$ cat config.mk
export PLATFORM = sky130hd
export DESIGN_NAME = quoted_argument_tokenizer_top_flat
export DESIGN_NICKNAME = d
export VERILOG_FILES = /design/src/sv/qat_pkg.sv /design/src/sv/qat_in_if.sv /design/src/sv/qat_out_if.sv /design/src/sv/quoted_argument_tokenizer_top.sv /design/src/sv/qat_core.sv /design/src/sv/qat_obuf.sv /design/src/flat_wrapper.sv
export SDC_FILE = /design/constraint.sdc
export NUM_CORES = 1
export LEC_CHECK = 0
export ABC_AREA = 1
export BUFFER_PORTS_ARGS = -buffer_cell sky130_fd_sc_hd__buf_2
export CORE_ASPECT_RATIO = 1.5
export CORE_UTILIZATION = 60
export CTS_BUF_LIST = sky130_fd_sc_hd__clkbuf_4
export DETAILED_ROUTE_END_ITERATION = 12
export GPL_TIMING_DRIVEN = 1
export PLACE_DENSITY = 0.79
export SLEW_MARGIN = 20
export SYNTH_ARGS = -nofsm -noshare
export SYNTH_HDL_FRONTEND = slang
export SYNTH_SLANG_ARGS = --single-unit
$ cat constraint.sdc
create_clock -name i_clk -period 6 [get_ports i_clk]
set_input_delay 0.9 -clock i_clk [delete_from_list [all_inputs] [get_ports i_clk]]
set_output_delay 0.9 -clock i_clk [all_outputs]
set_load 0.01 [all_outputs]
$ cat src/sv/qat_pkg.sv
// Shared types and constants for the quoted argument tokenizer.
`timescale 1ns / 1ps

package qat_pkg;

    localparam logic [7:0] CH_NUL   = 8'h00;
    localparam logic [7:0] CH_TAB   = 8'h09;
    localparam logic [7:0] CH_SPACE = 8'h20;
    localparam logic [7:0] CH_QUOTE = 8'h22;
    localparam logic [7:0] CH_BSL   = 8'h5C;
    localparam logic [7:0] ARG_MAX  = 8'hFF;

    typedef enum logic [2:0] {
        K_CHAR    = 3'd0,
        K_NEWARG  = 3'd1,
        K_DONE    = 3'd2,
        K_NOQUOTE = 3'd3,
        K_STRAY   = 3'd4
    } t_kind;

    typedef struct packed {
        t_kind      kind;
        logic [7:0] byte_out;
        logic [7:0] arg_index;
        logic       last;
    } t_result;

    // Results of one committed item: count (0..2) and the two slots.
    typedef struct packed {
        logic [1:0] n;
        t_result    r0;
        t_result    r1;
    } t_push;

endpackage

$ cat src/sv/qat_in_if.sv
// Input byte channel of the tokenizer.
`timescale 1ns / 1ps

interface qat_in_if;
    logic       valid;
    logic       ready;
    logic [7:0] ch;

    modport source (output valid, output ch, input ready);
    modport sink   (input valid, input ch, output ready);
endinterface

$ cat src/sv/qat_out_if.sv
// Result channel of the tokenizer.
`timescale 1ns / 1ps

interface qat_out_if;
    logic       valid;
    logic       ready;
    logic [2:0] kind;
    logic [7:0] byte_out;
    logic [7:0] arg_index;
    logic       last;

    modport source (output valid, output kind, output byte_out, output arg_index,
                    output last, input ready);
    modport sink   (input valid, input kind, input byte_out, input arg_index,
                    input last, output ready);
endinterface

$ cat src/sv/quoted_argument_tokenizer_top.sv
// Top level of the quoted argument tokenizer.
//
// Usage:
//   i_in  : one command-line byte per item (ch); a zero byte ends the line.
//   o_out : result items (kind, byte_out, arg_index, last). kind 0 appends
//           byte_out to the current argument, 1 opens a new argument, 2 ends
//           the line (arg_index = count - 1), 3 missing quote, 4 stray
//           backslash. last marks the final result caused by one input byte.
//   A byte causes zero, one or two results.
// Path: an accepted byte is held in the input register, its results are then
//   written into the result queue, and o_out shows the head of that queue.
// Throughput: one byte per cycle while bytes cause at most one result each
//   and o_out.ready is high; the output sends one result per cycle, so the
//   second result of a two-result byte waits in the four-entry result queue.
// Reset: the queue empties and parsing restarts outside quotes at argument 0.
// Output stall: results wait in the queue; once it cannot take two more the
//   input register holds and i_in.ready drops, without losing any item.
`timescale 1ns / 1ps

module quoted_argument_tokenizer_top (
    input  logic      i_clk,
    input  logic      i_rst_n,
    qat_in_if.sink    i_in,
    qat_out_if.source o_out
);

    qat_pkg::t_push push;
    logic           room;

    qat_core u_core (
        .i_clk   (i_clk),
        .i_rst_n (i_rst_n),
        .i_in    (i_in),
        .i_room  (room),
        .o_push  (push)
    );

    qat_obuf u_obuf (
        .i_clk   (i_clk),
        .i_rst_n (i_rst_n),
        .i_push  (push),
        .o_room  (room),
        .o_out   (o_out)
    );

`ifndef SYNTHESIS
    a_push_n_range: assert property (@(posedge i_clk) disable iff (!i_rst_n)
        push.n != 2'd3)
        else $error("push count out of range");

    a_pair_is_boundary: assert property (@(posedge i_clk) disable iff (!i_rst_n)
        push.n == 2'd2 |-> (push.r0.kind == qat_pkg::K_NEWARG) && !push.r0.last
                           && push.r1.last && (push.r1.kind == qat_pkg::K_CHAR))
        else $error("two-result item is not boundary plus byte");

    a_single_last: assert property (@(posedge i_clk) disable iff (!i_rst_n)
        push.n == 2'd1 |-> push.r0.last)
        else $error("single result not marked last");

    a_no_push_when_full: assert property (@(posedge i_clk) disable iff (!i_rst_n)
        !room |-> push.n == 2'd0)
        else $error("results pushed without queue room");
`endif

endmodule

$ cat src/sv/qat_core.sv
// Input register, parse state and the per-byte step logic.
`timescale 1ns / 1ps

module qat_core (
    input  logic          i_clk,
    input  logic          i_rst_n,
    qat_in_if.sink        i_in,
    input  logic          i_room,
    output qat_pkg::t_push o_push
);

    typedef enum logic [2:0] {
        M_NORMAL = 3'd0,
        M_ESC    = 3'd1,
        M_QUOTE  = 3'd2,
        M_QESC   = 3'd3,
        M_WS     = 3'd4
    } t_mode;

    t_mode      r_mode, n_mode;
    logic [7:0] r_arg, n_arg;
    logic       r_v;
    logic [7:0] r_ch;

    logic            commit;
    logic            is_ws;
    logic [7:0]      arg_new;
    logic [1:0]      cnt;
    qat_pkg::t_result res0, res1;

    assign commit     = r_v && i_room;
    assign i_in.ready = !r_v || i_room;
    assign is_ws      = (r_ch == qat_pkg::CH_SPACE) || (r_ch == qat_pkg::CH_TAB);
    assign arg_new    = (r_arg == qat_pkg::ARG_MAX) ? r_arg : r_arg + 8'd1;

    always_comb begin
        n_mode = r_mode;
        n_arg  = r_arg;
        cnt    = 2'd0;
        res0   = '{kind: qat_pkg::K_CHAR, byte_out: 8'd0, arg_index: r_arg, last: 1'b0};
        res1   = res0;
        unique case (r_mode)
            M_ESC: begin
                cnt = 2'd1;
                if (r_ch == qat_pkg::CH_NUL) begin
                    res0.kind = qat_pkg::K_STRAY;
                    n_mode    = M_NORMAL;
                    n_arg     = 8'd0;
                end else begin
                    res0.byte_out = r_ch;
                    n_mode        = M_NORMAL;
                end
            end
            M_QUOTE, M_QESC: begin
                if (r_ch == qat_pkg::CH_NUL) begin
                    cnt       = 2'd1;
                    res0.kind = qat_pkg::K_NOQUOTE;
                    n_mode    = M_NORMAL;
                    n_arg     = 8'd0;
                end else if (r_mode == M_QESC) begin
                    cnt           = 2'd1;
                    res0.byte_out = r_ch;
                    n_mode        = M_QUOTE;
                end else if (r_ch == qat_pkg::CH_QUOTE) begin
                    n_mode = M_NORMAL;
                end else if (r_ch == qat_pkg::CH_BSL) begin
                    n_mode = M_QESC;
                end else begin
                    cnt           = 2'd1;
                    res0.byte_out = r_ch;
                end
            end
            default: begin
                // normal or whitespace run
                if (r_ch == qat_pkg::CH_NUL) begin
                    cnt       = 2'd1;
                    res0.kind = qat_pkg::K_DONE;
                    n_mode    = M_NORMAL;
                    n_arg     = 8'd0;
                end else if (is_ws) begin
                    n_mode = M_WS;
                end else begin
                    if (r_mode == M_WS) begin
                        // boundary result first, the byte (if any) lands in slot 1
                        n_arg          = arg_new;
                        cnt            = 2'd1;
                        res0.kind      = qat_pkg::K_NEWARG;
                        res0.arg_index = arg_new;
                        res1.arg_index = arg_new;
                    end
                    if (r_ch == qat_pkg::CH_QUOTE) begin
                        n_mode = M_QUOTE;
                    end else if (r_ch == qat_pkg::CH_BSL) begin
                        n_mode = M_ESC;
                    end else begin
                        n_mode = M_NORMAL;
                        if (r_mode == M_WS) begin
                            res1.byte_out = r_ch;
                        end else begin
                            res0.byte_out = r_ch;
                        end
                        cnt = cnt + 2'd1;
                    end
                end
            end
        endcase
        if (cnt == 2'd1) begin
            res0.last = 1'b1;
        end
        if (cnt == 2'd2) begin
            res1.last = 1'b1;
        end
    end

    always_comb begin
        o_push.n  = commit ? cnt : 2'd0;
        o_push.r0 = res0;
        o_push.r1 = res1;
    end

    always_ff @(posedge i_clk) begin
        if (!i_rst_n) begin
            r_v    <= 1'b0;
            r_mode <= M_NORMAL;
            r_arg  <= 8'd0;
        end else begin
            if (i_in.valid && i_in.ready) begin
                r_v <= 1'b1;
            end else if (commit) begin
                r_v <= 1'b0;
            end
            if (commit) begin
                r_mode <= n_mode;
                r_arg  <= n_arg;
            end
        end
    end

    always_ff @(posedge i_clk) begin
        if (i_in.valid && i_in.ready) begin
            r_ch <= i_in.ch;
        end
    end

endmodule

$ cat src/sv/qat_obuf.sv
// Four-entry result queue: takes up to two results a cycle, sends one.
`timescale 1ns / 1ps

module qat_obuf (
    input  logic          i_clk,
    input  logic          i_rst_n,
    input  qat_pkg::t_push i_push,
    output logic          o_room,
    qat_out_if.source     o_out
);

    qat_pkg::t_result r_mem [4];
    logic [1:0]       r_wr_ptr;
    logic [1:0]       r_rd_ptr;
    logic [2:0]       r_count;
    logic             pop;
    logic [2:0]       left;

    assign pop   = o_out.valid && o_out.ready;
    assign left  = r_count - {2'b00, pop};
    assign o_room = (left <= 3'd2);

    assign o_out.valid     = (r_count != 3'd0);
    assign o_out.kind      = r_mem[r_rd_ptr].kind;
    assign o_out.byte_out  = r_mem[r_rd_ptr].byte_out;
    assign o_out.arg_index = r_mem[r_rd_ptr].arg_index;
    assign o_out.last      = r_mem[r_rd_ptr].last;

    always_ff @(posedge i_clk) begin
        if (!i_rst_n) begin
            r_wr_ptr <= 2'd0;
            r_rd_ptr <= 2'd0;
            r_count  <= 3'd0;
        end else begin
            r_wr_ptr <= r_wr_ptr + i_push.n;
            if (pop) begin
                r_rd_ptr <= r_rd_ptr + 2'd1;
            end
            r_count <= left + {1'b0, i_push.n};
        end
    end

    always_ff @(posedge i_clk) begin
        if (i_push.n != 2'd0) begin
            r_mem[r_wr_ptr] <= i_push.r0;
        end
        if (i_push.n == 2'd2) begin
            r_mem[r_wr_ptr + 2'd1] <= i_push.r1;
        end
    end

endmodule
$ cat src/flat_wrapper.sv
// flat-port wrapper written by rule: the top's interface ports become plain ports
module quoted_argument_tokenizer_top_flat 
  (i_clk, i_rst_n, i_in_valid, i_in_ch, i_in_ready, o_out_valid, o_out_kind, o_out_byte_out, o_out_arg_index, o_out_last, o_out_ready);
  qat_in_if i_in_i ();
  qat_out_if o_out_i ();
  input  logic i_clk;
  input  logic i_rst_n;
  input wire logic [$bits(i_in_i.valid)-1:0] i_in_valid;
  input wire logic [$bits(i_in_i.ch)-1:0] i_in_ch;
  output wire logic [$bits(i_in_i.ready)-1:0] i_in_ready;
  output wire logic [$bits(o_out_i.valid)-1:0] o_out_valid;
  output wire logic [$bits(o_out_i.kind)-1:0] o_out_kind;
  output wire logic [$bits(o_out_i.byte_out)-1:0] o_out_byte_out;
  output wire logic [$bits(o_out_i.arg_index)-1:0] o_out_arg_index;
  output wire logic [$bits(o_out_i.last)-1:0] o_out_last;
  input wire logic [$bits(o_out_i.ready)-1:0] o_out_ready;
  assign i_in_i.valid = i_in_valid;
  assign i_in_i.ch = i_in_ch;
  assign i_in_ready = i_in_i.ready;
  assign o_out_valid = o_out_i.valid;
  assign o_out_kind = o_out_i.kind;
  assign o_out_byte_out = o_out_i.byte_out;
  assign o_out_arg_index = o_out_i.arg_index;
  assign o_out_last = o_out_i.last;
  assign o_out_i.ready = o_out_ready;
  quoted_argument_tokenizer_top u_core (.i_clk(i_clk), .i_rst_n(i_rst_n), .i_in(i_in_i), .o_out(o_out_i));
endmodule
==> impl_results.html <==
<table>
<tr><th>Metric</th><th>Value</th></tr>
<tr><th colspan="2">Outcome</th></tr>
<tr><td>Result of the run</td><td>finished, final reports clean</td></tr>
<tr><th colspan="2">Yosys</th></tr>
<tr><td>Instance count of the mapped netlist</td><td>661</td></tr>
<tr><td>Cell taking the most area after synthesis</td><td>sky130_fd_sc_hd__edfxtp_1</td></tr>
<tr><td>Number of synthesized register bits</td><td>109</td></tr>
<tr><td>Area contributors post-synth</td><td>sky130_fd_sc_hd__edfxtp_1, sky130_fd_sc_hd__dfxtp_1, sky130_fd_sc_hd__nand2_1, sky130_fd_sc_hd__nor2_1, sky130_fd_sc_hd__o21ai_0</td></tr>
<tr><td>Synthesized area per cell</td><td>8.421 sq um</td></tr>
<tr><td>Number of warnings issued by yosys</td><td>0</td></tr>
<tr><td>Most frequent cell after synthesis</td><td>sky130_fd_sc_hd__nand2_1</td></tr>
<tr><td>Portion of the post-synthesis area used by sequential elements</td><td>52.87%</td></tr>
<tr><td>Post-synthesis cell type count</td><td>37</td></tr>
<tr><td>Area share of the largest cell type after synthesis</td><td>41.00%</td></tr>
<tr><td>Cell types with the highest counts after synthesis</td><td>sky130_fd_sc_hd__nand2_1, sky130_fd_sc_hd__nor2_1, sky130_fd_sc_hd__edfxtp_1</td></tr>
<tr><td>Async set-reset flop share out of synthesis</td><td>0%</td></tr>
<tr><td>Mapped Nets</td><td>680</td></tr>
<tr><td>Ys flop type</td><td>sky130_fd_sc_hd__edfxtp_1</td></tr>
<tr><td>Number of enable flip-flop cells after synthesis</td><td>76</td></tr>
<tr><td>Cell Area, Synth</td><td>5567 sq um</td></tr>
<tr><th colspan="2">Drt</th></tr>
<tr><td>Average wire per cell in the routed design</td><td>15.96 microns</td></tr>
<tr><td>WL final</td><td>12.78 mm</td></tr>
<tr><td>Starting DRC count in detailed routing</td><td>476</td></tr>
<tr><td>Remaining DRCs</td><td>0</td></tr>
<tr><td>Antenna Violating Nets Remaining</td><td>0</td></tr>
<tr><td>Vias per cell</td><td>5.914</td></tr>
<tr><td>Number of iterations in the first detailed-routing pass</td><td>7</td></tr>
<tr><td>Via count</td><td>4737</td></tr>
<tr><th colspan="2">Floorplanning</th></tr>
<tr><td>IO Count</td><td>34</td></tr>
<tr><td>Die outline area</td><td>9675 sq um</td></tr>
<tr><td>FP Rows</td><td>42</td></tr>
<tr><td>Core area</td><td>8934 sq um</td></tr>
<tr><td>Height of the die</td><td>120.0 microns</td></tr>
<tr><td>Starting utilization of the core area</td><td>62.31%</td></tr>
<tr><td>Horizontal die dimension</td><td>80.65 microns</td></tr>
<tr><th colspan="2">Critical path</th></tr>
<tr><td>Kind of launch point of the worst setup path</td><td>input pin</td></tr>
<tr><td>Critical Path End Type</td><td>flip-flop</td></tr>
<tr><td>Highest fanout seen on the critical path</td><td>40</td></tr>
<tr><td>Startpoint of the most critical register-to-register path</td><td>u_core.u_obuf.r_count[2]</td></tr>
<tr><td>WP data required</td><td>6.35 ns</td></tr>
<tr><td>Arrival time of the worst setup path</td><td>4.37 ns</td></tr>
<tr><td>Worst reg2reg path depth</td><td>15</td></tr>
<tr><td>Register-to-register setup slack</td><td>1.99 ns</td></tr>
<tr><td>Reg2Reg Capture Point</td><td>u_core.u_obuf.r_mem[3][1]</td></tr>
<tr><td>Critical Setup Path Class</td><td>in -&gt; reg</td></tr>
<tr><th colspan="2">Pwr</th></tr>
<tr><td>PnR Total Power</td><td>0.002307 W</td></tr>
<tr><td>Share of total power in the clock network</td><td>14.8%</td></tr>
<tr><td>Sequential cell fraction of total power</td><td>44.6%</td></tr>
<tr><td>PwrDens</td><td>390.9 nW/um^2</td></tr>
<tr><td>Net Sw Frac</td><td>42.05%</td></tr>
<tr><td>Static Leakage</td><td>2.350 nW</td></tr>
<tr><td>Combinational fraction of design power</td><td>40.6%</td></tr>
<tr><td>Worst voltage drop across the vdd grid</td><td>284.2 uV</td></tr>
<tr><td>Total internal power</td><td>0.001337 W</td></tr>
<tr><td>Net load switching power</td><td>0.0009701 W</td></tr>
<tr><th colspan="2">Global route</th></tr>
<tr><td>Residual overflow from global routing</td><td>0</td></tr>
<tr><td>Combined global-route utilization of all metal layers</td><td>27.88%</td></tr>
<tr><td>Pin count of the biggest net entering global routing</td><td>42</td></tr>
<tr><td>Global-route wire length before repair</td><td>20.51 mm</td></tr>
<tr><td>Initial antenna violation count</td><td>1</td></tr>
<tr><td>Vias in the first global route</td><td>4320</td></tr>
<tr><th colspan="2">STA</th></tr>
<tr><td>FMAX</td><td>248.9 MHz</td></tr>
<tr><td>Slew of the pin with the lowest slew margin</td><td>1.095 ns</td></tr>
<tr><td>Unrepaired setup endpoints after global routing</td><td>no</td></tr>
<tr><td>Final min period</td><td>4.018 ns</td></tr>
<tr><td>Final Slew Violations</td><td>0</td></tr>
<tr><td>Total negative slack</td><td>0 ns</td></tr>
<tr><td>Worst-case headroom to the max-slew limit</td><td>26.89%</td></tr>
<tr><td>Worst-case clock skew</td><td>0.02694 ns</td></tr>
<tr><td>Part of the cycle the worst path needs</td><td>66.97%</td></tr>
<tr><td>Final critical-path setup slack</td><td>1.982 ns</td></tr>
<tr><td>Endpoints failing setup</td><td>0</td></tr>
<tr><td>Final Hold Fails</td><td>0</td></tr>
<tr><th colspan="2">Final layout</th></tr>
<tr><td>Number of nets in the final layout</td><td>704</td></tr>
<tr><td>Fraction of layout instances using a drive strength above 1</td><td>11.45%</td></tr>
<tr><td>Finished Core Util</td><td>66.06%</td></tr>
<tr><td>Synth-to-Final Area Change</td><td>6.024%</td></tr>
<tr><td>Filler cell count in the final layout</td><td>762</td></tr>
<tr><td>Post-route standard cell area excluding fillers</td><td>5902 sq um</td></tr>
<tr><th colspan="2">CTS</th></tr>
<tr><td>Post-CTS Setup Bufs</td><td>0</td></tr>
<tr><td>CTS H-Tree Depth</td><td>3</td></tr>
<tr><td>Clk root buf</td><td>sky130_fd_sc_hd__clkbuf_4</td></tr>
<tr><td>Clock transition at the registers of the reported paths</td><td>0.17 ns</td></tr>
<tr><td>Number of buffers added by the clock tree synthesis step</td><td>9</td></tr>
<tr><td>Clock latency at the later pin of the worst-skew pair</td><td>0.48 ns</td></tr>
<tr><td>CTS Hold Bufs</td><td>0</td></tr>
<tr><td>Maximum count of clock buffers along a single path</td><td>2</td></tr>
<tr><td>Clock tree from TritonCTS</td><td>built</td></tr>
<tr><td>Clock sinks</td><td>109</td></tr>
<tr><td>Cts repair resizes</td><td>0</td></tr>
<tr><th colspan="2">Run</th></tr>
<tr><td>Max capacitance violation total</td><td>0</td></tr>
<tr><th colspan="2">Place</th></tr>
<tr><td>Post-Place Worst Slack</td><td>1.492 ns</td></tr>
<tr><td>Total placed instance area</td><td>5779 sq um</td></tr>
<tr><td>GPL Wtd Cong</td><td>0.9404</td></tr>
<tr><td>Total half-perimeter wirelength after legalization and detailed placement</td><td>9.295 mm</td></tr>
<tr><td>Buffers added on ports</td><td>33</td></tr>
<tr><th colspan="2">Min path</th></tr>
<tr><td>Path category of the worst min-delay check</td><td>reg -&gt; reg</td></tr>
<tr><td>Startpoint of the lowest-slack hold path</td><td>u_core.u_obuf.r_rd_ptr[1]</td></tr>
<tr><td>Cell count of the worst hold path</td><td>2</td></tr>
</table>
[how the worst max path moves through the flow]
stage	start	end	slack [ns]	cells after the start
final	o_out_ready	u_core.u_obuf.r_mem[3][1]	1.98	14
after global routing	u_core.u_obuf.r_count[2]	u_core.u_obuf.r_mem[2][8]	1.55	15
after CTS	o_out_ready	u_core.u_obuf.r_mem[3][2]	2.01	14
after detailed placement	o_out_ready	u_core.u_obuf.r_mem[3][2]	1.49	14
after global placement	o_out_ready	u_core.u_obuf.r_mem[3][4]	1.72	14
after floorplan	o_out_ready	u_core.u_obuf.r_mem[0][0]	2.68	11
[cells by family (layout without fill, tap and decap cells)]
group / count (synthesis) / count (layout) / synth area share (%)
other cells: 0 / 1 / 0
compound gates: 132 / 132 / 12.81
buf+inv: 81 / 110 / 5.934
mux: 2 / 2 / 0.3596
flops: 109 / 109 / 52.87
fa+ha+maj: 7 / 7 / 1.708
xor+xnor: 8 / 8 / 1.259
simple gates: 322 / 322 / 25.06
[metrics by stage]
stage / hold slack [ns] / std cells
2_1_floorplan: 0.4356 / 661
3_3_place_gp: 0.4502 / 784
3_5_place_dp: 0.4662 / 784
4_1_cts: 0.4812 / 800
5_1_grt: 0.5165 / 801
6_report: 0.4746 / 801
[flip-flops by register name, indices dropped and copies added, names as in the netlist, named ones only]
name                    flops
u_core.u_core.r_ch          8
u_core.u_obuf.r_count       3
u_core.u_core.r_mode        3
u_core.u_obuf.r_rd_ptr      2
u_core.u_core.r_v           1
u_core.u_obuf.r_wr_ptr      2
u_core.u_obuf.r_mem        80
u_core.u_core.r_arg         8
[layer usage]
| metal | share of wire [%] | wire, microns | track usage, % |
|---|---|---|---|
| met5 | 0 | 0 | 0 |
| met4 | 1.9 | 246 | 10.27 |
| met3 | 6.4 | 823 | 3.878 |
| met2 | 51 | 6513 | 46.13 |
| met1 | 41 | 5198 | 36.87 |
[placed cells by master (no fill, tap or decap), drive strengths merged, types with 2 or more instances in the layout]
| master | instances |
|---|---|
| xnor2 | 4 |
| clkinv | 3 |
| inv | 60 |
| nor4 | 2 |
| nand3b | 2 |
| buf | 36 |
| nand2 | 137 |
| nand3 | 49 |
| clkbuf | 10 |
| a211oi | 2 |
| o211ai | 4 |
| nor3 | 5 |
| a21oi | 28 |
| edfxtp | 76 |
| dfxtp | 33 |
| o21ai | 71 |
| o22ai | 25 |
| nand4 | 5 |
| xor2 | 4 |
| ha | 6 |
| nor2 | 117 |
| and2 | 4 |
| mux2i | 2 |
[power by group through the flow]
stage | registers [W] | logic, W | clock network, W
2_1_floorplan | 0.00102 | 0.000681 | 0
3_3_place_gp | 0.00104 | 0.000906 | 0
3_5_place_dp | 0.00105 | 0.000931 | 0
4_1_cts | 0.00103 | 0.000935 | 0.000343
5_1_grt | 0.00104 | 0.00105 | 0.000370
6_report | 0.00103 | 0.000937 | 0.000341
[critical path, cell delays in order]
cell                      delay, ns
sky130_fd_sc_hd__buf_2         0.10
sky130_fd_sc_hd__nand2_1       0.05
sky130_fd_sc_hd__inv_1         0.06
sky130_fd_sc_hd__ha_1          0.19
sky130_fd_sc_hd__ha_1          0.22
sky130_fd_sc_hd__xnor2_1       0.25
sky130_fd_sc_hd__nand3_1       0.21
sky130_fd_sc_hd__nor3_4        0.44
sky130_fd_sc_hd__inv_2         0.11
sky130_fd_sc_hd__nand2_2       0.55
sky130_fd_sc_hd__nand2_1       0.29
sky130_fd_sc_hd__nand2_1       0.69
sky130_fd_sc_hd__inv_2         0.16
sky130_fd_sc_hd__nor2_1        0.14
[layout make-up]
class	count	area [sq um]	area share [%]
flip-flops and latches	109	2943	49.86
multi-input cells	471	2293	38.86
inverters	58	217.7	3.689
repair buffers	36	187.7	3.180
well taps	110	137.6	2.332
clock buffers	10	75.07	1.272
clock inverters	6	45.04	0.7632
diodes	1	2.502	0.04240
Power figures use the tool's default switching activity.
